--- config.mk ---
export PLATFORM = sky130hd
export DESIGN_NAME = avr_angle_reduce
export DESIGN_NICKNAME = d
export VERILOG_FILES = /design/src/hw/rtl/avr_pkg.sv /design/src/hw/rtl/avr_angle_reduce.sv
export SDC_FILE = /design/constraint.sdc
export NUM_CORES = 1
export LEC_CHECK = 0
export BUFFER_PORTS_ARGS = -buffer_cell sky130_fd_sc_hd__buf_2
export CORE_MARGIN = 2
export CORE_UTILIZATION = 62
export DETAILED_ROUTE_END_ITERATION = 7
export GPL_TIMING_DRIVEN = 0
export PLACE_DENSITY = 0.82
export SLEW_MARGIN = 20
export SYNTH_ARGS = -nofsm -noshare
export SYNTH_HDL_FRONTEND = slang
export SYNTH_SLANG_ARGS = --single-unit
--- constraint.sdc ---
create_clock -name clk_i -period 7.8 [get_ports clk_i]
set_clock_uncertainty 0.15 [all_clocks]
set_input_delay 1.56 -clock clk_i [delete_from_list [all_inputs] [get_ports clk_i]]
set_output_delay 1.56 -clock clk_i [all_outputs]
set_load 0.05 [all_outputs]
--- src/hw/rtl/avr_pkg.sv ---
// Shared constants, types and the arctangent table for the vector rotator.
// Used by every module of the rotator; depends on nothing else.
package avr_pkg;

  // Saturation range of a rotated component and length of the CORDIC chain.
  localparam int COORD_WIDTH  = 32;
  localparam int CORDIC_STEPS = 24;

  // Widths of the fixed fields and of the internal datapath.
  localparam int VEC_W   = 32;              // Q16.16 vector component
  localparam int ANG_W   = 33;              // angle after optional negation
  localparam int U_W     = 33;              // angle offset into non-negative range
  localparam int CORD_W  = 34;              // CORDIC x, y and z in Q2.30
  localparam int PROD_W  = VEC_W + CORD_W;  // component times sine or cosine
  localparam int SUM_W   = PROD_W + 1;      // sum of two products
  localparam int R0_W    = 20;              // remainder estimate, below 2*(2*pi)
  localparam int R_W     = 21;              // signed reduced angle in Q16.16
  localparam int Q30_SHIFT  = 14;           // Q16.16 to Q2.30
  localparam int FRAC_SHIFT = 30;           // Q16.16*Q2.30 back to Q16.16

  // Angle constants in Q16.16 and the CORDIC gain in Q2.30.
  localparam longint TWO_PI_Q16  = 411775;
  localparam longint PI_Q16      = 205887;
  localparam longint HALF_PI_Q16 = 102944;
  localparam longint GAIN_Q30    = 652032874;
  localparam int     TWO_PI_W    = 19;

  // Smallest multiple of 2*pi that lifts every angle to a non-negative value.
  localparam longint ANGLE_OFFSET =
      ((longint'(1) <<< 31) + TWO_PI_Q16 - 1) / TWO_PI_Q16 * TWO_PI_Q16;

  // Truncated reciprocal of 2*pi; the quotient estimate is low by at most one.
  localparam int     RECIP_SHIFT = 40;
  localparam int     RECIP_W     = 22;
  localparam longint RECIP       = (longint'(1) <<< RECIP_SHIFT) / TWO_PI_Q16;
  localparam int     Q_W         = U_W + RECIP_W - RECIP_SHIFT;

  typedef enum logic [1:0] {
    MODE_NONE = 2'd0,
    MODE_CW   = 2'd1,
    MODE_CCW  = 2'd2,
    MODE_BAD  = 2'd3
  } mode_e;

  typedef enum logic [1:0] {
    AXIS_X   = 2'd0,
    AXIS_Y   = 2'd1,
    AXIS_Z   = 2'd2,
    AXIS_BAD = 2'd3
  } axis_e;

  typedef enum logic [1:0] {
    ST_OK       = 2'd0,
    ST_BAD_MODE = 2'd1,
    ST_BAD_AXIS = 2'd2
  } status_e;

  // Per-item information that rides along the pipeline beside the angle.
  typedef struct packed {
    logic                    pass;    // vector goes out unchanged
    axis_e                   axis;
    status_e                 status;
    logic                    flip;    // negate cosine and sine
    logic signed [VEC_W-1:0] x;
    logic signed [VEC_W-1:0] y;
    logic signed [VEC_W-1:0] z;
  } side_t;

  typedef struct packed {
    logic [VEC_W-1:0] x;
    logic [VEC_W-1:0] y;
    logic [VEC_W-1:0] z;
    status_e          status;
  } result_t;

  // Truncated arctangent of 2^-k in Q2.30.
  function automatic logic [CORD_W-1:0] atan_q30(input int unsigned k);
    case (k)
      0:       atan_q30 = 34'd843314856;
      1:       atan_q30 = 34'd497837829;
      2:       atan_q30 = 34'd263043836;
      3:       atan_q30 = 34'd133525158;
      4:       atan_q30 = 34'd67021686;
      5:       atan_q30 = 34'd33543515;
      6:       atan_q30 = 34'd16775850;
      7:       atan_q30 = 34'd8388437;
      8:       atan_q30 = 34'd4194282;
      9:       atan_q30 = 34'd2097149;
      10:      atan_q30 = 34'd1048575;
      11:      atan_q30 = 34'd524287;
      12:      atan_q30 = 34'd262143;
      13:      atan_q30 = 34'd131071;
      14:      atan_q30 = 34'd65535;
      15:      atan_q30 = 34'd32767;
      16:      atan_q30 = 34'd16383;
      17:      atan_q30 = 34'd8191;
      18:      atan_q30 = 34'd4095;
      19:      atan_q30 = 34'd2047;
      20:      atan_q30 = 34'd1023;
      21:      atan_q30 = 34'd511;
      22:      atan_q30 = 34'd255;
      23:      atan_q30 = 34'd127;
      24:      atan_q30 = 34'd63;
      25:      atan_q30 = 34'd31;
      26:      atan_q30 = 34'd15;
      27:      atan_q30 = 34'd7;
      28:      atan_q30 = 34'd3;
      29:      atan_q30 = 34'd1;
      default: atan_q30 = '0;
    endcase
  endfunction

endpackage

--- src/hw/rtl/avr_angle_reduce.sv ---
// Four-stage angle reduction: mode decode, modulo 2*pi by reciprocal, fold to
// [-pi/2, pi/2] and conversion to Q2.30. Depends on avr_pkg.
module avr_angle_reduce (
  input  logic                               clk_i,
  input  logic                               rst_ni,
  input  logic                               en_i,
  input  logic                               valid_i,
  input  logic [1:0]                         mode_i,
  input  logic [1:0]                         axis_i,
  input  logic signed [avr_pkg::VEC_W-1:0]   angle_i,
  input  logic signed [avr_pkg::VEC_W-1:0]   x_i,
  input  logic signed [avr_pkg::VEC_W-1:0]   y_i,
  input  logic signed [avr_pkg::VEC_W-1:0]   z_i,
  output logic                               valid_o,
  output logic signed [avr_pkg::CORD_W-1:0]  z_o,
  output avr_pkg::side_t                     side_o
);

  localparam int AW  = avr_pkg::ANG_W;
  localparam int UW  = avr_pkg::U_W;
  localparam int RW  = avr_pkg::RECIP_W;
  localparam int QW  = avr_pkg::Q_W;
  localparam int TW  = avr_pkg::TWO_PI_W;
  localparam int R0W = avr_pkg::R0_W;
  localparam int RSW = avr_pkg::R_W;
  localparam int CW  = avr_pkg::CORD_W;

  localparam logic signed [AW:0]  OFFSET_V  = (AW+1)'(avr_pkg::ANGLE_OFFSET);
  localparam logic [RW-1:0]       RECIP_V   = RW'(avr_pkg::RECIP);
  localparam logic [TW-1:0]       TWO_PI_U  = TW'(avr_pkg::TWO_PI_Q16);
  localparam logic signed [RSW-1:0] TWO_PI_S  = RSW'(avr_pkg::TWO_PI_Q16);
  localparam logic signed [RSW-1:0] PI_S      = RSW'(avr_pkg::PI_Q16);
  localparam logic signed [RSW-1:0] HALF_PI_S = RSW'(avr_pkg::HALF_PI_Q16);

  logic                  v1_q, v2_q, v3_q, v4_q;
  logic [UW-1:0]         u1_d, u1_q, u2_q;
  logic [QW-1:0]         q2_d, q2_q;
  logic [R0W-1:0]        r3_d, r3_q;
  logic signed [CW-1:0]  z4_d, z4_q;
  avr_pkg::side_t        sd1_d, sd1_q, sd2_q, sd3_q, sd4_d, sd4_q;

  // Stage 1: decode mode and axis, negate for clockwise, lift to >= 0.
  always_comb begin
    avr_pkg::mode_e         mode;
    logic signed [AW-1:0]   a_ext;
    logic signed [AW-1:0]   a_dir;
    logic signed [AW:0]     a_sum;
    mode         = avr_pkg::mode_e'(mode_i);
    sd1_d.axis   = avr_pkg::axis_e'(axis_i);
    sd1_d.flip   = 1'b0;
    sd1_d.x      = x_i;
    sd1_d.y      = y_i;
    sd1_d.z      = z_i;
    unique case (mode) inside
      avr_pkg::MODE_NONE: begin
        sd1_d.pass   = 1'b1;
        sd1_d.status = avr_pkg::ST_OK;
      end
      avr_pkg::MODE_BAD: begin
        sd1_d.pass   = 1'b1;
        sd1_d.status = avr_pkg::ST_BAD_MODE;
      end
      avr_pkg::MODE_CW, avr_pkg::MODE_CCW: begin
        if (sd1_d.axis == avr_pkg::AXIS_BAD) begin
          sd1_d.pass   = 1'b1;
          sd1_d.status = avr_pkg::ST_BAD_AXIS;
        end else begin
          sd1_d.pass   = 1'b0;
          sd1_d.status = avr_pkg::ST_OK;
        end
      end
    endcase
    a_ext = {angle_i[avr_pkg::VEC_W-1], angle_i};
    a_dir = (mode == avr_pkg::MODE_CW) ? -a_ext : a_ext;
    a_sum = {a_dir[AW-1], a_dir} + OFFSET_V;
    u1_d  = a_sum[UW-1:0];
  end

  // Stage 2: quotient estimate from the truncated reciprocal.
  always_comb begin
    logic [UW+RW-1:0] prod;
    prod = u1_q * RECIP_V;
    q2_d = prod[UW+RW-1 -: QW];
  end

  // Stage 3: remainder estimate, known to lie below twice 2*pi.
  always_comb begin
    logic [QW+TW-1:0] qc;
    logic [QW+TW-1:0] diff;
    qc   = q2_q * TWO_PI_U;
    diff = {{(QW+TW-UW){1'b0}}, u2_q} - qc;
    r3_d = diff[R0W-1:0];
  end

  // Stage 4: final correction, move into (-pi, pi], fold into [-pi/2, pi/2].
  always_comb begin
    logic [R0W-1:0]        r_mod;
    logic signed [RSW-1:0] r_pi;
    logic signed [RSW-1:0] r_fold;
    logic                  flip;
    r_mod = (r3_q >= R0W'(TWO_PI_U)) ? r3_q - R0W'(TWO_PI_U) : r3_q;
    r_pi  = $signed({1'b0, r_mod});
    if (r_pi > PI_S) begin
      r_pi = r_pi - TWO_PI_S;
    end
    flip   = 1'b0;
    r_fold = r_pi;
    if (r_pi > HALF_PI_S) begin
      r_fold = r_pi - PI_S;
      flip   = 1'b1;
    end else if (r_pi < -HALF_PI_S) begin
      r_fold = r_pi + PI_S;
      flip   = 1'b1;
    end
    z4_d       = {{(CW-RSW){r_fold[RSW-1]}}, r_fold} <<< avr_pkg::Q30_SHIFT;
    sd4_d      = sd3_q;
    sd4_d.flip = flip;
  end

  always_ff @(posedge clk_i or negedge rst_ni) begin
    if (!rst_ni) begin
      v1_q <= 1'b0;
      v2_q <= 1'b0;
      v3_q <= 1'b0;
      v4_q <= 1'b0;
    end else if (en_i) begin
      v1_q <= valid_i;
      v2_q <= v1_q;
      v3_q <= v2_q;
      v4_q <= v3_q;
    end
  end

  always_ff @(posedge clk_i) begin
    if (en_i) begin
      u1_q        <= u1_d;
      sd1_q       <= sd1_d;
      u2_q        <= u1_q;
      q2_q        <= q2_d;
      sd2_q       <= sd1_q;
      r3_q        <= r3_d;
      sd3_q       <= sd2_q;
      z4_q        <= z4_d;
      sd4_q       <= sd4_d;
    end
  end

  assign valid_o = v4_q;
  assign z_o     = z4_q;
  assign side_o  = sd4_q;

endmodule

# After elaboration in Yosys (flattened, before gate mapping)
# Cells that the tools add are included.
[op_classes]
addsub = 7
multipliers = 2
magnitude_cmp = 4
n_eq_ne = 4
muxes = 10
n_reduce_logical = 3
[op_table]
columns = ["op", "n"]
rows = [
  ["$mux W20", 3],
  ["$mul A33 B22 Y55 const B", 1],
  ["$sub A20 B19 Y20 const B", 2],
  ["$add A33 B33 Y33 const B", 1],
  ["$mux W33", 1],
  ["$neg A32 Y33", 1],
  ["$gt A21 B18 Y1 const B", 1],
  ["$lt A21 B18 Y1 const B", 1],
  ["$mux W21", 1],
  ["$sub A20 B19 Y21 const B", 1],
  ["$add A20 B19 Y20 const B", 1],
  ["$ge A20 B19 Y1 const B", 1],
  ["$gt A20 B18 Y1 const B", 1],
  ["$mul A15 B19 Y20 const B", 1],
  ["$sub A20 B20 Y20", 1],
  ["$eq A2 B2 Y1 const B", 3],
  ["$pmux W2 S3", 1],
  ["$reduce_or A2 Y1", 2],
  ["$eq A2 B1 Y1 const B", 1],
  ["$logic_not A2 Y1", 1],
  ["$mux W1", 2],
  ["$mux W2", 1],
  ["$pmux W1 S2", 1],
]
[word_totals]
regBits = 517
in_bits = 136
output_inout_bits = 137
elab_cells = 64

# Logic depth before layout (Yosys ltp)
[depth]
ltp_word = 7
ltp_mapped = 28
ltp_nobuf = 28

# Worst setup path before layout
# Ideal clock, no wire load.
[synth_path]
kind = "register to register"
start = "register u1_q[15]"
end = "register q2_q[14] (data pin)"
setup_ps = 260
arrival_ps = 6768
t_required_ps = 7390
setup_slack_ps = 622
path_stages_with_launch = 27
n_path_buf = 0
synth_period_minus_slack_ps = 7178
path_cell_list = "edfxtp_1 > inv_1 > fa_1 > fa_1 > inv_1 > fa_1 > fa_1 > fa_1 > fa_1 > inv_1 > fa_1 > inv_1 > ha_1 > a21o_1 > a21o_1 > a21oi_1 > a2bb2oi_1 > a2bb2oi_1 > a21oi_1 > o21ai_0 > a21oi_1 > o221a_2 > o211a_1 > o31a_1 > o21ai_0 > nand2b_1 > xnor2_1"
[synth_via]
elab_chain_len = 1
[synth_rtl]
columns = ["element", "line", "rtl"]
rows = [
  ["start, declared", "avr_angle_reduce.sv:36", "logic [UW-1:0] u1_d, u1_q, u2_q;"],
  ["start signal, assigned", "avr_angle_reduce.sv:136", "u1_q <= u1_d;"],
  ["$mul A33 B22 Y55", "avr_angle_reduce.sv:82", "prod = u1_q * RECIP_V;"],
  ["named net q2_d[14]", "avr_angle_reduce.sv:37", "logic [QW-1:0] q2_d, q2_q;"],
  ["end signal, assigned", "avr_angle_reduce.sv:139", "q2_q <= q2_d;"],
  ["end, declared", "avr_angle_reduce.sv:37", ""],
]
# The timed path passes the listed nets, and every way through them passes these cells.
# A chain may end at the register's enable or synchronous reset.

# Worst setup path in the final report
[layout_path]
start = "register u1_q[10]"
end = "register q2_q[14] (data pin)"
# The elaborated chain is that of the path after synthesis.

==> flow_summary.ini <==
[placed_design]
hpwlAfterDp_um = 60200
place.port_buffers = 254
detailedPlace.worstSlack_ps = -526
routabilityCongestion = 0.953

[timing]
timing.final.setup_violations = 0
worst-slew-pin-transition_ps = 949
post-route-min-period_ps = 7660
fmax_mhz = 131
setup_ws_ps = 141
final-hold-violation-count = 0
setup_total_negative_slack_ps = 0
fraction_of_the_cycle_the_final_worst_path_needs = 0.982
whs_ps = 260
finalMaxSlewViolations = 0
max-slew-margin-rel = 0.365

[critical_path]
crit_type = reg2reg
timing.critical_path.from_type = flop
cp-startpoint = u1_q[10]$_DFFE_PP_
critPathMaxStageDelay_ps = 550
worst_endpoint_required_time_ps = 7990
cp.arrival_ps = 7850
reg2regPathDepth = 28
regToRegStartpoint = u1_q[10]$_DFFE_PP_
critPathCaptureType = flop
critPathSlowestCell = sky130_fd_sc_hd__fa_1
worstPathMaxFanout = 4

[yosys]
synth_area_mm2 = 0.0353
synth.most_common_cell = sky130_fd_sc_hd__inv_1
synth_area_leader_cell = sky130_fd_sc_hd__edfxtp_1
syn_inst_count = 2728
yosys_register_bits = 517
most_common_flop_cell_mapped_by_yosys = sky130_fd_sc_hd__edfxtp_1
synth.avg_cell_area_um2 = 12.9
netlist_top_cells_count = sky130_fd_sc_hd__inv_1 (555), sky130_fd_sc_hd__edfxtp_1 (513), sky130_fd_sc_hd__fa_1 (373)
async_flop_share = 0.00774
synth_edf_count = 513
seq_area_frac_synth = 0.439
synth_area_leaders = sky130_fd_sc_hd__edfxtp_1 (44%), sky130_fd_sc_hd__fa_1 (21%), sky130_fd_sc_hd__ha_1 (11%)
synth.distinct_cells = 96
synth_warnings = 0
yosysTopAreaCellShare = 0.437

[clock_tree]
clock_sinks = 517
hold_fix_buffers_cts = 0
worstSkewPairLatency_ps = 600
cell_chosen_for_the_clock_root = sky130_fd_sc_hd__clkbuf_16
cts_tree = done
cts-buffers-inserted = 51
worst_setup_hold_path_clk_slew_ps = 60
clockBufferDepth = 3
clock_tree.htree_level_count = 2

[finish]
final_core_util = 0.705
drive_gt1_frac = 0.158
final_nets = 3896
filler_cell_count = 3815
syn2layout_area_growth_pct = 12.5

[floorplanning]
io-pin-count = 273
floorplan.die_area_mm2 = 0.0588
start_util = 0.627
placement_rows = 87
die-width_um = 243
design.core.area_mm2 = 0.0563
fp.dieH_um = 243

[worst_hold_path]
worst_hold_startpoint = sd3_q[29]$_DFFE_PP_
holdPathStages = 0
path_class_of_the_lowest_slack_min_delay_path = reg2reg

[global_routing]
grt_antenna_before_repair = 3
groute.usage.overall = 0.270
grt_first_pass_wirelength_um = 123000
pin_count_of_the_biggest_net_entering_global_routing = 120
grt_overflow = 0
grt_pass1_vias = 22800

[route]
avgRoutedWirePerCell_um = 19.9
drt_drc_violations_left = 0
first_pass_iters = 5
routed_wirelength_um = 77300
via_per_inst = 5.54
drtIter0Drc = 1290
route.vias.total = 21500
detail-route-antenna-nets = 0

[run]
maxCapViolations = 0

[run_status]
run_status = completed
-- metrics by stage --
step | std cells | cell area (µm²)
detailed placement | 3755 | 37700
global placement | 3751 | 37500
CTS | 3867 | 39500
global route | 3883 | 39700
floorplan | 2741 | 35300
finish | 3884 | 39700
-- flip-flops by register name, indices dropped and copies added (netlist names), 15 cells and up --
name,cells
q2_q,15
u1_q,33
sd2_q,101
r3_q,20
sd1_q,101
sd3_q,101
u2_q,20
z_o,20
side_o,102
-- routing by layer --
layer | global-route usage | share of wire | up-vias
li1 | - | - | 9971
met1 | 0.332 | 0.39 | 10800
met2 | 0.502 | 0.54 | 620
met3 | 0.0315 | 0.045 | 119
met4 | 0.0728 | 0.024 | 0
met5 | 0 | 0 | -
-- kinds of logic after synthesis --
| group | count (synthesis) | share of synthesized area |
|---|---|---|
| buffers and inverters | 618 | 0.0691 |
| AND/OR/NAND/NOR | 392 | 0.0564 |
| flip-flops | 517 | 0.439 |
| multiplexers | 13 | 0.00390 |
| XOR/XNOR | 156 | 0.0394 |
| other | 1 | 0.000106 |
| adder cells (fa/ha/maj) | 676 | 0.319 |
| AO/OA/AOI/OAI | 355 | 0.0725 |
-- cell type report --
type,count,area [µm²],share of cell area
Timing Repair Buffer,290,1630,0.0411
Clock inverter,34,373,0.00939
Clock buffer,59,1330,0.0334
Tap cell,756,946,0.0238
Sequential cell,517,15500,0.391
Buffer,63,354,0.00892
Multi-Input combinational cell,1606,17500,0.440
Inverter,555,2100,0.0528
Antenna cell,4,10.0,0.000252
-- worst max-delay path, delay by kind of cell (launching register included) --
kind	cells	cell delay, ps
fa+ha+maj	8	3760
compound gates	12	2330
flops	1	470
buf+inv	6	450
xor+xnor	1	150
simple gates	1	90
-- placed cells by master (no fill, tap or decap), types with 9 or more instances in the layout --
master	count
sky130_fd_sc_hd__a21oi_1	72
sky130_fd_sc_hd__o31ai_1	16
sky130_fd_sc_hd__conb_1	14
sky130_fd_sc_hd__o21ai_1	13
sky130_fd_sc_hd__clkinv_1	9
sky130_fd_sc_hd__a21o_1	18
sky130_fd_sc_hd__a31oi_1	16
sky130_fd_sc_hd__nand4_1	12
sky130_fd_sc_hd__clkinv_2	9
sky130_fd_sc_hd__clkbuf_16	52
sky130_fd_sc_hd__edfxtp_1	513
sky130_fd_sc_hd__xnor2_1	107
sky130_fd_sc_hd__ha_1	303
sky130_fd_sc_hd__and3_1	14
sky130_fd_sc_hd__buf_2	267
sky130_fd_sc_hd__buf_4	52
sky130_fd_sc_hd__nand3_1	39
sky130_fd_sc_hd__xor2_1	46
sky130_fd_sc_hd__clkbuf_1	27
sky130_fd_sc_hd__nand2_1	92
sky130_fd_sc_hd__o21ai_0	49
sky130_fd_sc_hd__nor4_1	11
sky130_fd_sc_hd__o211ai_1	14
sky130_fd_sc_hd__or3_1	12
sky130_fd_sc_hd__nor2_1	90
sky130_fd_sc_hd__fa_1	370
sky130_fd_sc_hd__inv_1	534
sky130_fd_sc_hd__nor2b_1	16
sky130_fd_sc_hd__nor3_1	37
sky130_fd_sc_hd__a211oi_1	16
sky130_fd_sc_hd__inv_2	16
sky130_fd_sc_hd__o21bai_1	14
sky130_fd_sc_hd__nand2b_1	18
-- worst paths after layout --
kind | end | slack (ps)
worst max-delay path | q2_q[14]$_DFFE_PP_ | 140
worst min-delay path | side_o[29]$_DFFE_PP_ | 260
worst max register to register | q2_q[14]$_DFFE_PP_ | 140
worst min register to register | side_o[29]$_DFFE_PP_ | 260
max in group asynchronous | valid_o$_DFFE_PN0P_ | 6780
min in group asynchronous | v2_q$_DFFE_PN0P_ | 600
-- timing repair --
action                     4_1_cts  5_1_grt
pin swaps                        1       10
hold endpoints to repair         0        0
buffers inserted                19       13
setup endpoints to repair        7        3
resized for setup               18       28
Power is not shown: default switching activity piles up to over one toggle a cycle in this logic, so the estimate is an artifact.
