**src/hw/rtl/avr_pkg.sv**
```systemverilog
// Shared constants, types and the arctangent table for the vector rotator.
// Used by every module of the rotator; depends on nothing else.
package avr_pkg;

  // Saturation range of a rotated component and length of the CORDIC chain.
  localparam int COORD_WIDTH  = 32;
  localparam int CORDIC_STEPS = 24;

  // Widths of the fixed fields and of the internal datapath.
  localparam int VEC_W   = 32;              // Q16.16 vector component
  localparam int ANG_W   = 33;              // angle after optional negation
  localparam int U_W     = 33;              // angle offset into non-negative range
  localparam int CORD_W  = 34;              // CORDIC x, y and z in Q2.30
  localparam int PROD_W  = VEC_W + CORD_W;  // component times sine or cosine
  localparam int SUM_W   = PROD_W + 1;      // sum of two products
  localparam int R0_W    = 20;              // remainder estimate, below 2*(2*pi)
  localparam int R_W     = 21;              // signed reduced angle in Q16.16
  localparam int Q30_SHIFT  = 14;           // Q16.16 to Q2.30
  localparam int FRAC_SHIFT = 30;           // Q16.16*Q2.30 back to Q16.16

  // Angle constants in Q16.16 and the CORDIC gain in Q2.30.
  localparam longint TWO_PI_Q16  = 411775;
  localparam longint PI_Q16      = 205887;
  localparam longint HALF_PI_Q16 = 102944;
  localparam longint GAIN_Q30    = 652032874;
  localparam int     TWO_PI_W    = 19;

  // Smallest multiple of 2*pi that lifts every angle to a non-negative value.
  localparam longint ANGLE_OFFSET =
      ((longint'(1) <<< 31) + TWO_PI_Q16 - 1) / TWO_PI_Q16 * TWO_PI_Q16;

  // Truncated reciprocal of 2*pi; the quotient estimate is low by at most one.
  localparam int     RECIP_SHIFT = 40;
  localparam int     RECIP_W     = 22;
  localparam longint RECIP       = (longint'(1) <<< RECIP_SHIFT) / TWO_PI_Q16;
  localparam int     Q_W         = U_W + RECIP_W - RECIP_SHIFT;

  typedef enum logic [1:0] {
    MODE_NONE = 2'd0,
    MODE_CW   = 2'd1,
    MODE_CCW  = 2'd2,
    MODE_BAD  = 2'd3
  } mode_e;

  typedef enum logic [1:0] {
    AXIS_X   = 2'd0,
    AXIS_Y   = 2'd1,
    AXIS_Z   = 2'd2,
    AXIS_BAD = 2'd3
  } axis_e;

  typedef enum logic [1:0] {
    ST_OK       = 2'd0,
    ST_BAD_MODE = 2'd1,
    ST_BAD_AXIS = 2'd2
  } status_e;

  // Per-item information that rides along the pipeline beside the angle.
  typedef struct packed {
    logic                    pass;    // vector goes out unchanged
    axis_e                   axis;
    status_e                 status;
    logic                    flip;    // negate cosine and sine
    logic signed [VEC_W-1:0] x;
    logic signed [VEC_W-1:0] y;
    logic signed [VEC_W-1:0] z;
  } side_t;

  typedef struct packed {
    logic [VEC_W-1:0] x;
    logic [VEC_W-1:0] y;
    logic [VEC_W-1:0] z;
    status_e          status;
  } result_t;

  // Truncated arctangent of 2^-k in Q2.30.
  function automatic logic [CORD_W-1:0] atan_q30(input int unsigned k);
    case (k)
      0:       atan_q30 = 34'd843314856;
      1:       atan_q30 = 34'd497837829;
      2:       atan_q30 = 34'd263043836;
      3:       atan_q30 = 34'd133525158;
      4:       atan_q30 = 34'd67021686;
      5:       atan_q30 = 34'd33543515;
      6:       atan_q30 = 34'd16775850;
      7:       atan_q30 = 34'd8388437;
      8:       atan_q30 = 34'd4194282;
      9:       atan_q30 = 34'd2097149;
      10:      atan_q30 = 34'd1048575;
      11:      atan_q30 = 34'd524287;
      12:      atan_q30 = 34'd262143;
      13:      atan_q30 = 34'd131071;
      14:      atan_q30 = 34'd65535;
      15:      atan_q30 = 34'd32767;
      16:      atan_q30 = 34'd16383;
      17:      atan_q30 = 34'd8191;
      18:      atan_q30 = 34'd4095;
      19:      atan_q30 = 34'd2047;
      20:      atan_q30 = 34'd1023;
      21:      atan_q30 = 34'd511;
      22:      atan_q30 = 34'd255;
      23:      atan_q30 = 34'd127;
      24:      atan_q30 = 34'd63;
      25:      atan_q30 = 34'd31;
      26:      atan_q30 = 34'd15;
      27:      atan_q30 = 34'd7;
      28:      atan_q30 = 34'd3;
      29:      atan_q30 = 34'd1;
      default: atan_q30 = '0;
    endcase
  endfunction

endpackage

```
**src/hw/rtl/avr_out_buf.sv**
```systemverilog
// Two-entry output queue that decouples the pipeline from the result stream.
// Depends on avr_pkg for the result type.
module avr_out_buf (
  input  logic             clk_i,
  input  logic             rst_ni,
  input  logic             push_i,
  input  avr_pkg::result_t data_i,
  input  logic             pop_i,
  output logic             valid_o,
  output avr_pkg::result_t data_o,
  output logic             full_o
);

  localparam logic [1:0] DEPTH = 2'd2;

  avr_pkg::result_t mem_q [2];
  logic       wr_q, wr_d;
  logic       rd_q, rd_d;
  logic [1:0] cnt_q, cnt_d;
  logic       do_pop;

  assign do_pop = pop_i & (cnt_q != 2'd0);

  always_comb begin
    wr_d  = push_i ? ~wr_q : wr_q;
    rd_d  = do_pop ? ~rd_q : rd_q;
    cnt_d = cnt_q + {1'b0, push_i} - {1'b0, do_pop};
  end

  always_ff @(posedge clk_i or negedge rst_ni) begin
    if (!rst_ni) begin
      wr_q  <= 1'b0;
      rd_q  <= 1'b0;
      cnt_q <= 2'd0;
    end else begin
      wr_q  <= wr_d;
      rd_q  <= rd_d;
      cnt_q <= cnt_d;
    end
  end

  always_ff @(posedge clk_i) begin
    if (push_i) begin
      mem_q[wr_q] <= data_i;
    end
  end

  assign valid_o = cnt_q != 2'd0;
  assign data_o  = mem_q[rd_q];
  assign full_o  = cnt_q == DEPTH;

endmodule

```
**config.mk**
```make
export PLATFORM = sky130hd
export DESIGN_NAME = avr_out_buf
export DESIGN_NICKNAME = d
export VERILOG_FILES = /design/src/hw/rtl/avr_pkg.sv /design/src/hw/rtl/avr_out_buf.sv
export SDC_FILE = /design/constraint.sdc
export NUM_CORES = 1
export LEC_CHECK = 0
export BUFFER_PORTS_ARGS = -buffer_cell sky130_fd_sc_hd__buf_2
export CORE_ASPECT_RATIO = 1.75
export CORE_UTILIZATION = 50
export CTS_CLUSTER_DIAMETER = 100
export DETAILED_ROUTE_END_ITERATION = 10
export PLACE_DENSITY = 0.77
export SLEW_MARGIN = 15
export SYNTH_ARGS = -nofsm -noshare
export SYNTH_HDL_FRONTEND = slang
export SYNTH_SLANG_ARGS = --single-unit
```
**constraint.sdc**
```tcl
create_clock -name clk_i -period 7.7 [get_ports clk_i]
set_input_delay 0 -clock clk_i [delete_from_list [all_inputs] [get_ports clk_i]]
set_output_delay 0 -clock clk_i [all_outputs]
set_load 0.05 [all_outputs]
```
After elaboration in Yosys (flattened, before gate mapping)
Memory sizes are Yosys's and may differ from the RTL's.
Index checks and enable logic that the tools add are counted.
- bits in registers: 4
- input bits: 102
- output and inout bits: 100
- word-level logic and storage cells: 13
- memory bits (writable): 196
- memories kept: 1
- memories (name ; words ; bits a word ; rd ports ; clocked after Yosys merged registers in ; wr ports ; RTL line ; source):
    mem_q ; 2 ; 98 ; 1 ; 0 ; 1 ; avr_out_buf.sv:16 ; avr_pkg::result_t mem_q [2];
- reductions and logical operators: 1
- muxes and demuxes: 2
- equal/unequal tests: 1
- bitwise gates (word level): 3
- $add $sub $neg: 2
- operators with widths (kind ; number):
    $add 2x1->2 ; 1
    $eq 2x2->1 const B ; 1
    $mux 1 ; 2
    $not 1->1 ; 2
    $reduce_bool 2->1 ; 1
    $sub 2x1->2 ; 1
    $and 1x1->1 ; 1

Depth between registers and ports, before layout
Gate-level depths: netlist of the first run.
- depth in word-level cells: 3
- depth in mapped cells: 6
- mapped depth without buffers: 6

Least setup slack after synthesis of the first run
Ideal clock, no wire load.
- path kind: register to register
- start: register wr_q
- end: memory mem_q[0][0] (netlist bit) (enable)
- library setup time: 0.567 ns
- setup slack: 2.392 ns
- period minus slack after synthesis: 5.308 ns
- path buffers: 0
- data required time: 7.133 ns
- stages on the path, launching flop included: 2
- arrival time: 4.741 ns
- cell sequence: dfrtp_1 nor2b_1
- RTL lines (item ; RTL line ; source):
    start: declaration ; avr_out_buf.sv:17 ; logic wr_q, wr_d;
    start signal: assignment ; avr_out_buf.sv:36 ; wr_q <= wr_d;
    end: declaration ; avr_out_buf.sv:16 ;
Straight into the memory's write port.

==> metrics.md, run 1 <==
| Metric | Value |
|---|---|
| Final setup margin | `5.03 ns` |
| H-Tree Depth | `4` |
| Routed wire per std cell | `18.5 µm` |
| Vias | `4182` |
| CP Data Arrival Time | `2.67 ns` |
| Slew Viols, Final | `0` |
| CP Class | `register to output port` |
| Root Driver | `clkbuf_16` |
| Relative max-transition margin | `0.518` |
| Sequential cell area fraction in the yosys report | `0.820` |
| Achievable Freq | `374 MHz` |
| GPL Wtd Cong | `0.780` |
| Clock Latency Late Sink | `0.42 ns` |
| Endpoint class of the critical path | `output port` |
| DRT iter0 DRCs | `159` |
| CP max stage delay | `0.85 ns` |
| # Max-Cap Violations | `0` |
| Largest net degree at the start of global routing | `55` |
| Die Span X | `93.3 µm` |
| Crit share post-route | `0.347` |
| Layout cells sized above 1 | `0.518` |
| DRC | `0` |
| Rows | `58` |
| PwrDens | `400 nW/µm²` |
| Final-report setup violation count | `0` |
| Unique masters post-synth | `14` |
| Fin Setup TNS | `0 ns` |
| Cell count after synthesis | `322` |
| CP required | `7.70 ns` |
| CTS max path bufs | `2` |
| WP buf/inv | `2` |
| Clock-pin slew on the worst setup and hold paths | `0.07 ns` |
| Mapped Area | `7300 µm²` |
| Reg2Reg Launch Point | `wr_q` |
| Post-route ant nets | `0` |
| Critical path startpoint category | `register` |
| Synth top area cells | `edfxtp_1 (81%), mux2_2 (14%), mux2_4 (2.1%)` |
| TritonRoute pass-1 iters | `4` |
| Met3 Routed Length | `628 µm` |
| Skew final | `0.0102 ns` |
| Gr usage total | `0.210` |
| Initial Util | `0.511` |
| Syn_area_per_cell | `22.7 µm²` |
| Routed WL | `15.4 mm` |
| Hold/Removal Path Class | `input port to register` |
| CP delay by family, top | `buffers and inverters` |
| Yosys top cell area share | `0.806` |
| Vias in the first global route | `4580` |
| Dpl cells | `696` |
| Wire length on met2 | `8.83 mm` |
| Worst hold slack | `0.303 ns` |
| Yosys reg bits | `200` |
| Mapped Nets | `426` |
| Peak supply drop | `0.305 mV` |
| CP max stage cell | `dfrtp_4` |
| Gr ovfl total | `0` |
| CP Cell Sequence | `buf_4 > mux2_2 > buf_2` |
| CTS tree | `built` |
| Top cell type by total area after synthesis | `edfxtp_1` |
| Die area | `15100 µm²` |
| Global-route wire length before repair | `23.1 mm` |
| Port buffer count | `201` |
| Status | `finished clean` |
| Dpl hpwl | `9.39 mm` |
| Critical Path Source | `rd_q` |
| Syn. warnings | `0` |
| Pre-CTS WS | `5.46 ns` |
| M1 WL | `5.25 mm` |
| Core ar. | `14300 µm²` |
| CTS Buf Count | `17` |
| Post-route minimum period | `2.67 ns` |
| CTS Sinks | `200` |
| DR vias/cell | `5.03` |
| Hold path startpoint | `data_i[18]` |
| Worst-margin pin slew | `0.723 ns` |
| Antenna violations before repair | `1` |
| Finished Layout Cells | `831` |
| Pleak | `3.89 nW` |
| Top Layer Used | `met4` |
| Vert. Die Dim | `162 µm` |
| Number of I/O pins | `202` |
| Finished Core Util | `0.706` |
| RSZ-0062 raised after global routing | `no` |
| # nets final | `741` |
| Layout area overhead | `38.2%` |
| Fin. Hold Viols | `0` |
| Crit-path max FO | `54` |
-- stage by stage --
step	power, mW	area, µm²
finish	4.04	10100
global route	4.18	10100
CTS	4.06	10100
detailed placement	3.17	8500
global placement	3.13	8500
floorplan	2.85	7300
-- layout by cell type (no fill, tap or decap), drive strengths merged --
cell / instances
bufinv: 1
buf: 205
mux2: 98
nor2b: 2
clkinv: 8
dfrtp: 4
xor2: 2
inv: 8
and2: 1
dlygate4sd3: 102
o21a: 1
ha: 2
diode: 1
clkbuf: 17
xnor2: 2
or2: 1
edfxtp: 196
-- synth_stat cells --
library cell,instances
xnor2_1,2
xor2_1,2
dfrtp_1,4
and2_1,1
or2_2,1
ha_1,2
buf_6,3
edfxtp_1,196
mux2_4,10
nor2b_1,2
buf_2,8
o21a_1,1
inv_1,2
mux2_2,88
-- metal layers --
layer  vias to the layer above  global-route usage
met5                         -                   0
li1                       1908                   -
met3                        47              0.0412
met4                         0               0.129
met1                      2071               0.211
met2                       156               0.387
-- registers in the layout (all words and copies together) (netlist names) --
name,flops
mem_q,196
cnt_q,2
rd_q,1
wr_q,1
-- cell families after synthesis --
family          share of synthesized area
xor+xnor                          0.00480
mux                                 0.156
simple gates                      0.00343
buf+inv                            0.0111
fa+ha+maj                         0.00343
flops                               0.820
compound gates                    0.00103
-- worst reg2reg max path, delay by kind of cell, from the launching register on --
family        cells  cell delay, ns
flops             1            0.42
buf+inv           1            0.71
simple gates      1            0.60
-- layout make-up --
| class | instances | area, µm² |
|---|---|---|
| Antenna cell | 1 | 2.50 |
| Clock buffer | 17 | 425 |
| Clock inverter | 15 | 140 |
| Fill cell | 909 | 4210 |
| Inverter | 2 | 7.51 |
| Multi-Input combinational cell | 109 | 1240 |
| Sequential cell | 200 | 5990 |
| Tap cell | 180 | 225 |
| Timing Repair Buffer | 307 | 2060 |
-- power by group --
part	switching [mW]	total, mW	internal, mW
sequential	0.106	1.55	1.45
combinational	1.16	1.64	0.475
clock	0.394	0.847	0.454
-- path summary, 6_finish.rpt --
kind,cells after the start,slack (ns),endpoint
setup / recovery,3,5.03,data_o[47]
hold / removal,2,0.30,mem_q[1][18]
setup reg to reg,2,5.55,mem_q[1][19]
hold reg to reg,1,0.55,wr_q
max in group asynchronous,3,6.96,rd_q
min in group asynchronous,3,0.51,cnt_q[0]
-- repair_timing --
action,4_1_cts,5_1_grt
buffers inserted,0,0
hold buffers,102,0
endpoints found under the hold margin,203,0
resized for setup,0,0
Note: power is estimated with default switching activity, not from simulation.
==> inputs of run 2 (changes only) <==
clock period = 2.79 ns   (was 7.7 ns; I/O delays follow)
==> run 2 against run 1 <==
Clock skew shrank 0.00070 ns. Count of clock-buffer cells in the layout is 1 higher. Flip-flop and latch count unchanged. Sequential power rose to 2.8 times the previous value. Utilization grew 0.51 points. First-iteration DRC count grew 42%. Largest cell class unchanged. Setup slack lost 4.6 ns. Non-clock buffer count grew 3. Cell count is 0.48% higher. Register-to-register slack worse by 4.6 ns.
==> metrics.md, run 2 (synthesized netlist as in run 1, its figures left out) <==
| Metric | Value |
|---|---|
| Fill count | `908 (-0.11%)` |
| Largest net degree at the start of global routing | `52 (-5.5%)` |
| Peak supply drop | `0.774 mV (+150%)` |
| Die area | `15100 µm² (unchanged)` |
| H-Tree Depth | `4 (unchanged)` |
| Dpl cells | `699 (+0.43%)` |
| Skew final | `0.00954 ns (-0.000702 ns)` |
| Port buffer count | `201 (unchanged)` |
| Root Driver | `clkbuf_16` |
| Worst-margin pin slew | `0.695 ns (-0.0278 ns)` |
| Layout cells sized above 1 | `0.521 (+0.00221)` |
| Status | `finished clean` |
| Max reg flops | `196 (unchanged)` |
| Layout area overhead | `39.2%` |
| Initial Util | `0.511 (unchanged)` |
| Pre-CTS WS | `0.894 ns (-4.57 ns)` |
| DR vias/cell | `4.96 (-1.5%)` |
| Dpl hpwl | `9.74 mm (+3.7%)` |
| Finished Layout Cells | `835 (+0.48%)` |
| Fin. Hold Viols | `0 (unchanged)` |
| Routed wire per std cell | `18.4 µm (-0.38%)` |
| Endpoint class of the critical path | `output port` |
| Fin Setup TNS | `0 ns (unchanged)` |
| Die Span X | `93.3 µm (unchanged)` |
| Vias | `4139 (-1.0%)` |
| Post-DP Area | `8550 µm² (+0.56%)` |
| Critical Path Source | `rd_q` |
| Reg2Reg Launch Point | `wr_q` |
| Achievable Freq | `430 MHz` |
| Final setup margin | `0.462 ns (-4.57 ns)` |
| DRT iter0 DRCs | `226 (+42%)` |
| Global-route wire length before repair | `23.1 mm (unchanged)` |
| Commonest non-fill, non-tap cell in the layout | `buf_2` |
| Crit share post-route | `0.834` |
| Largest registers | `mem_q: 196 flops, cnt_q: 2 flops` |
| Worst setup endpoint | `data_o[63]` |
| GPL Wtd Cong | `0.790 (+1.2%)` |
| DRC | `0 (unchanged)` |
| CTS tree | `built` |
| CP max stage delay | `0.87 ns (+0.02 ns)` |
| CTS Sinks | `200 (unchanged)` |
| CP Cell Sequence | `buf_4 > mux2_2 > buf_2` |
| R2R setup slack | `0.93 ns (-4.62 ns)` |
| Vert. Die Dim | `162 µm (unchanged)` |
| Crit-path max FO | `47 (-13%)` |
| Commonest cells after routing, fill and taps aside | `buf_2 (201), edfxtp_1 (196), dlygate4sd3_1 (102)` |
| Hold/Removal Path Class | `input port to register` |
| CTS max path bufs | `2 (unchanged)` |
| Biggest register | `mem_q` |
| CP required | `2.79 ns (-4.91 ns)` |
| Slew Viols, Final | `0 (unchanged)` |
| Final-report setup violation count | `0 (unchanged)` |
| CP Class | `register to output port` |
| Clock-pin slew on the worst setup and hold paths | `0.07 ns (about the same)` |
| # Max-Cap Violations | `0 (unchanged)` |
| Antenna violations before repair | `1 (unchanged)` |
| # nets final | `744 (+0.40%)` |
| Vias in the first global route | `4468 (-2.4%)` |
| Pleak | `3.92 nW (+0.73%)` |
| Relative max-transition margin | `0.536 (+0.0175)` |
| PwrDens | `1110 nW/µm² (+180%)` |
| Core ar. | `14300 µm² (unchanged)` |
| CP Data Arrival Time | `2.33 ns (-0.34 ns)` |
| Design Area, Final | `10200 µm² (+0.72%)` |
| Critical path startpoint category | `register` |
| CP max stage cell | `dfrtp_4` |
| Number of I/O pins | `202 (unchanged)` |
| CTS Buf Count | `17 (unchanged)` |
| Gr usage total | `0.213 (+0.00322)` |
| Post-route ant nets | `0 (unchanged)` |
| Clock Latency Late Sink | `0.43 ns (about the same)` |
| Gr ovfl total | `0 (unchanged)` |
| Rows | `58 (unchanged)` |
| RSZ-0062 raised after global routing | `no` |
| TritonRoute pass-1 iters | `4 (unchanged)` |
| R2R Path End | `mem_q[0][65]` |
| Worst Reg2Reg Path Length in Cells | `2 (unchanged)` |
| Routed WL | `15.4 mm (about the same)` |
| Post-route minimum period | `2.33 ns` |
==> run 2: cell count changes in the layout (fill, tap and decap cells not counted), sizes merged <==
cell	before	now
clkbuf	17	18
clkinv	8	5
buf	205	208
diode	1	2
inv	8	10
==> run 2: power by group <==
part	leakage (nW)	internal (mW)	switching, mW
combinational	1.74	1.35	3.20
sequential	1.89	3.99	0.303
clock	0.288	1.28	1.11
total	3.92	6.61	4.62
==> run 2: through the flow <==
step | util | power, mW | hold WS, ns
floorplan | - | 7.82 | -0.296
global placement | 0.598 | 8.70 | -0.183
finish | 0.711 | 11.2 | 0.293
CTS | 0.711 | 11.3 | 0.276
global route | 0.711 | 11.6 | 0.278
detailed placement | 0.598 | 8.79 | -0.182
==> run 2: layer usage <==
metal  global-route usage  wire length [µm]  part of all wire
met3               0.0506               638             0.041
met5                    0                 0                 0
met1                0.215              5280              0.34
met4                0.128               774             0.050
met2                0.387              8700              0.57
==> run 2: area by class of cell <==
class | count | area [µm²] | share of cell area
flip-flops and latches | 200 | 5990 | 0.589
inverters | 2 | 7.51 | 0.000739
well taps | 180 | 225 | 0.0222
multi-input cells | 109 | 1240 | 0.122
clock buffers | 18 | 429 | 0.0422
clock inverters | 14 | 159 | 0.0156
repair buffers | 310 | 2100 | 0.207
diodes | 2 | 5.00 | 0.000492
==> run 2: worst max-delay path, delay by kind of cell, from the launching register on <==
family / cells / cell delay (ns)
flops: 1 / 0.87
mux: 1 / 0.40
buf+inv: 2 / 0.61
==> run 2: repair_timing <==
action,4_1_cts,5_1_grt
endpoints found under the setup margin,0,0
hold endpoints to repair,203,0
hold buffers,102,0
resized for setup,0,0
buffers inserted,0,0
==> run 2: worst min-delay path by stage <==
stage                     startpoint            to  slack, ns  cells past startpoint
after floorplan               rst_ni      cnt_q[0]      -0.30                      0
after global placement        rst_ni          wr_q      -0.18                      1
after detailed placement      rst_ni      cnt_q[1]      -0.18                      1
after CTS                 data_i[36]  mem_q[0][36]       0.28                      2
after global routing      data_i[53]  mem_q[0][53]       0.28                      2
final                      data_i[7]   mem_q[1][7]       0.29                      2
==> inputs of run 3 (changes only) <==
CORE_UTILIZATION = 47   (was 50)
PLACE_DENSITY = 0.76   (was 0.77)
clock period = 2 ns   (was 2.79 ns; I/O delays follow)
==> run 3 against run 2 <==
Global-route usage down 1.9 points. Non-clock buffer count unchanged. Clock power up 36%. Die area up 6.3%. Critical path depth unchanged. Sequential power up 34%. Design area up 0.33%. Setup slack worse by 0.28 ns. First-iteration DRC count down 35%. Utilization down 3.0 points. Wire length down 2.1%. Critical path type unchanged.
==> metrics.md, run 3 (synthesized netlist as in run 1, its figures left out) <==
| Metric | Value |
|---|---|
| PwrDens | `1540 nW/µm² (+39%)` |
| Relative max-transition margin | `0.635 (+0.0992)` |
| Endpoint class of the critical path | `output port` |
| Die Span X | `96.2 µm (+3.1%)` |
| Routed WL | `15.1 mm (-2.1%)` |
| Vias in the first global route | `4655 (+4.2%)` |
| TritonRoute pass-1 iters | `4 (unchanged)` |
| Critical path startpoint category | `register` |
| Vert. Die Dim | `167 µm (+3.1%)` |
| CTS tree | `built` |
| Pleak | `3.93 nW (+0.25%)` |
| CP max stage delay | `0.45 ns (-0.42 ns)` |
| CTS max path bufs | `2 (unchanged)` |
| CP required | `2.00 ns (-0.79 ns)` |
| Commonest non-fill, non-tap cell in the layout | `buf_2` |
| Clock-pin slew on the worst setup and hold paths | `0.08 ns (about the same)` |
| Antenna violations before repair | `1 (unchanged)` |
| Largest registers | `mem_q: 196 flops, cnt_q: 2 flops` |
| Max reg flops | `196 (unchanged)` |
| # Max-Cap Violations | `0 (unchanged)` |
| CP delay by family, top | `buffers and inverters` |
| Vias | `4154 (+0.36%)` |
| M1 WL | `5.13 mm (-2.8%)` |
| Post-route minimum period | `1.82 ns` |
| Critical Path Source | `rd_q` |
| Post-route ant nets | `0 (unchanged)` |
| Number of I/O pins | `202 (unchanged)` |
| Top Layer Used | `met4` |
| Biggest register | `mem_q` |
| Hold path startpoint | `data_i[72]` |
| Final-report setup violation count | `0 (unchanged)` |
| Fin. Hold Viols | `0 (unchanged)` |
| Achievable Freq | `549 MHz` |
| Worst hold slack | `0.291 ns (-0.00274 ns)` |
| CTS Sinks | `200 (unchanged)` |
| Port buffer count | `201 (unchanged)` |
| Skew final | `0.0117 ns (+0.00219 ns)` |
| CP Class | `register to output port` |
| Fill count | `991 (+9.1%)` |
| Worst-margin pin slew | `0.548 ns (-0.147 ns)` |
| GPL Wtd Cong | `0.739 (-6.5%)` |
| Post-DP Area | `8590 µm² (+0.48%)` |
| Commonest cells after routing, fill and taps aside | `buf_2 (201), edfxtp_1 (196), dlygate4sd3_1 (102)` |
| Crit share post-route | `0.911` |
| Peak supply drop | `1.02 mV (+32%)` |
| Crit-path max FO | `58 (+23%)` |
| H-Tree Depth | `4 (unchanged)` |
| Layout cells sized above 1 | `0.521 (unchanged)` |
| Die area | `16100 µm² (+6.3%)` |
| Initial Util | `0.487 (-0.0235)` |
| Dpl hpwl | `9.10 mm (-6.6%)` |
| Design Area, Final | `10200 µm² (+0.33%)` |
| Reg2Reg Launch Point | `cnt_q[1]` |
| Gr usage total | `0.194 (-0.0189)` |
| CP Data Arrival Time | `1.82 ns (-0.51 ns)` |
| DRC | `0 (unchanged)` |
| Gr ovfl total | `0 (unchanged)` |
| Wire length on met2 | `8.88 mm (+2.1%)` |
| CP Cell Sequence | `buf_12 > mux2_2 > buf_2` |
| Hold/Removal Path Class | `input port to register` |
| DRT iter0 DRCs | `147 (-35%)` |
| Met3 Routed Length | `603 µm (-5.5%)` |
| Global-route wire length before repair | `22.6 mm (-2.2%)` |
| Rows | `59 (+1.7%)` |
| Root Driver | `clkbuf_16` |
| WP buf/inv | `2 (unchanged)` |
| Layout area overhead | `39.7%` |
| Core ar. | `15000 µm² (+4.8%)` |
| Dpl cells | `702 (+0.43%)` |
| Routed wire per std cell | `18.0 µm (-2.5%)` |
| CTS Buf Count | `17 (unchanged)` |
| DR vias/cell | `4.96 (about the same)` |
| Slew Viols, Final | `0 (unchanged)` |
| Status | `finished clean` |
| Clock Latency Late Sink | `0.42 ns (about the same)` |
| Largest net degree at the start of global routing | `59 (+13%)` |
| Finished Layout Cells | `838 (+0.36%)` |
| RSZ-0062 raised after global routing | `no` |
| CP max stage cell | `dfrtp_4` |
| # nets final | `744 (unchanged)` |
| Setup Buffers After CTS | `0 (unchanged)` |
-- run 3: cell count changes in the layout (fill, tap and decap cells not counted), sizes merged --
cell / change
inv: -1
clkinv: +3
bufinv: -1
clkbuf: -1
-- run 3: layout make-up --
class                      instances  area [µm²]  share of cell area
multi-input combinational        109        1240               0.122
clock inverter                    15         155              0.0152
clock buffer                      17         425              0.0417
sequential                       200        5990               0.587
inverter                           2        7.51            0.000736
tap                              183         229              0.0225
antenna                            2        5.00            0.000491
timing repair buffer             310        2140               0.210
-- run 3: power by group --
| group | internal [mW] | switching (mW) |
|---|---|---|
| Sequential | 5.56 | 0.210 |
| Combinational | 1.95 | 4.69 |
| Clock | 1.67 | 1.59 |
| Total | 9.18 | 6.50 |
-- run 3: through the flow --
stage                     worst slack, ns  TNS, ns   util  total power, mW
final                               0.178        0  0.680             15.7
after global routing                0.104        0  0.680             16.3
after CTS                           0.147        0  0.680             15.8
after detailed placement            0.485        0  0.573             12.3
after global placement              0.546        0  0.573             12.2
after floorplan                    -0.301   -38.21      -             10.9
-- run 3: what timing repair did --
action	in CTS	in global routing
hold buffers	102	0
gates resized for setup	0	0
hold endpoints to repair	203	0
-- run 3: path summary, 6_finish.rpt --
kind	endpoint	slack, ns	cells past startpoint
worst max-delay path	data_o[5]	0.18	3
worst min-delay path	mem_q[0][72]	0.29	2
worst max register to register	cnt_q[1]	0.41	6
worst min register to register	wr_q	0.55	1
max in group asynchronous	rd_q	1.35	3
min in group asynchronous	cnt_q[1]	0.46	3
-- run 3: per-layer routing --
metal	vias to the layer above	global-route usage
li1	1919	-
met1	2067	0.184
met2	136	0.375
met3	32	0.0379
met4	0	0.0921
met5	-	0
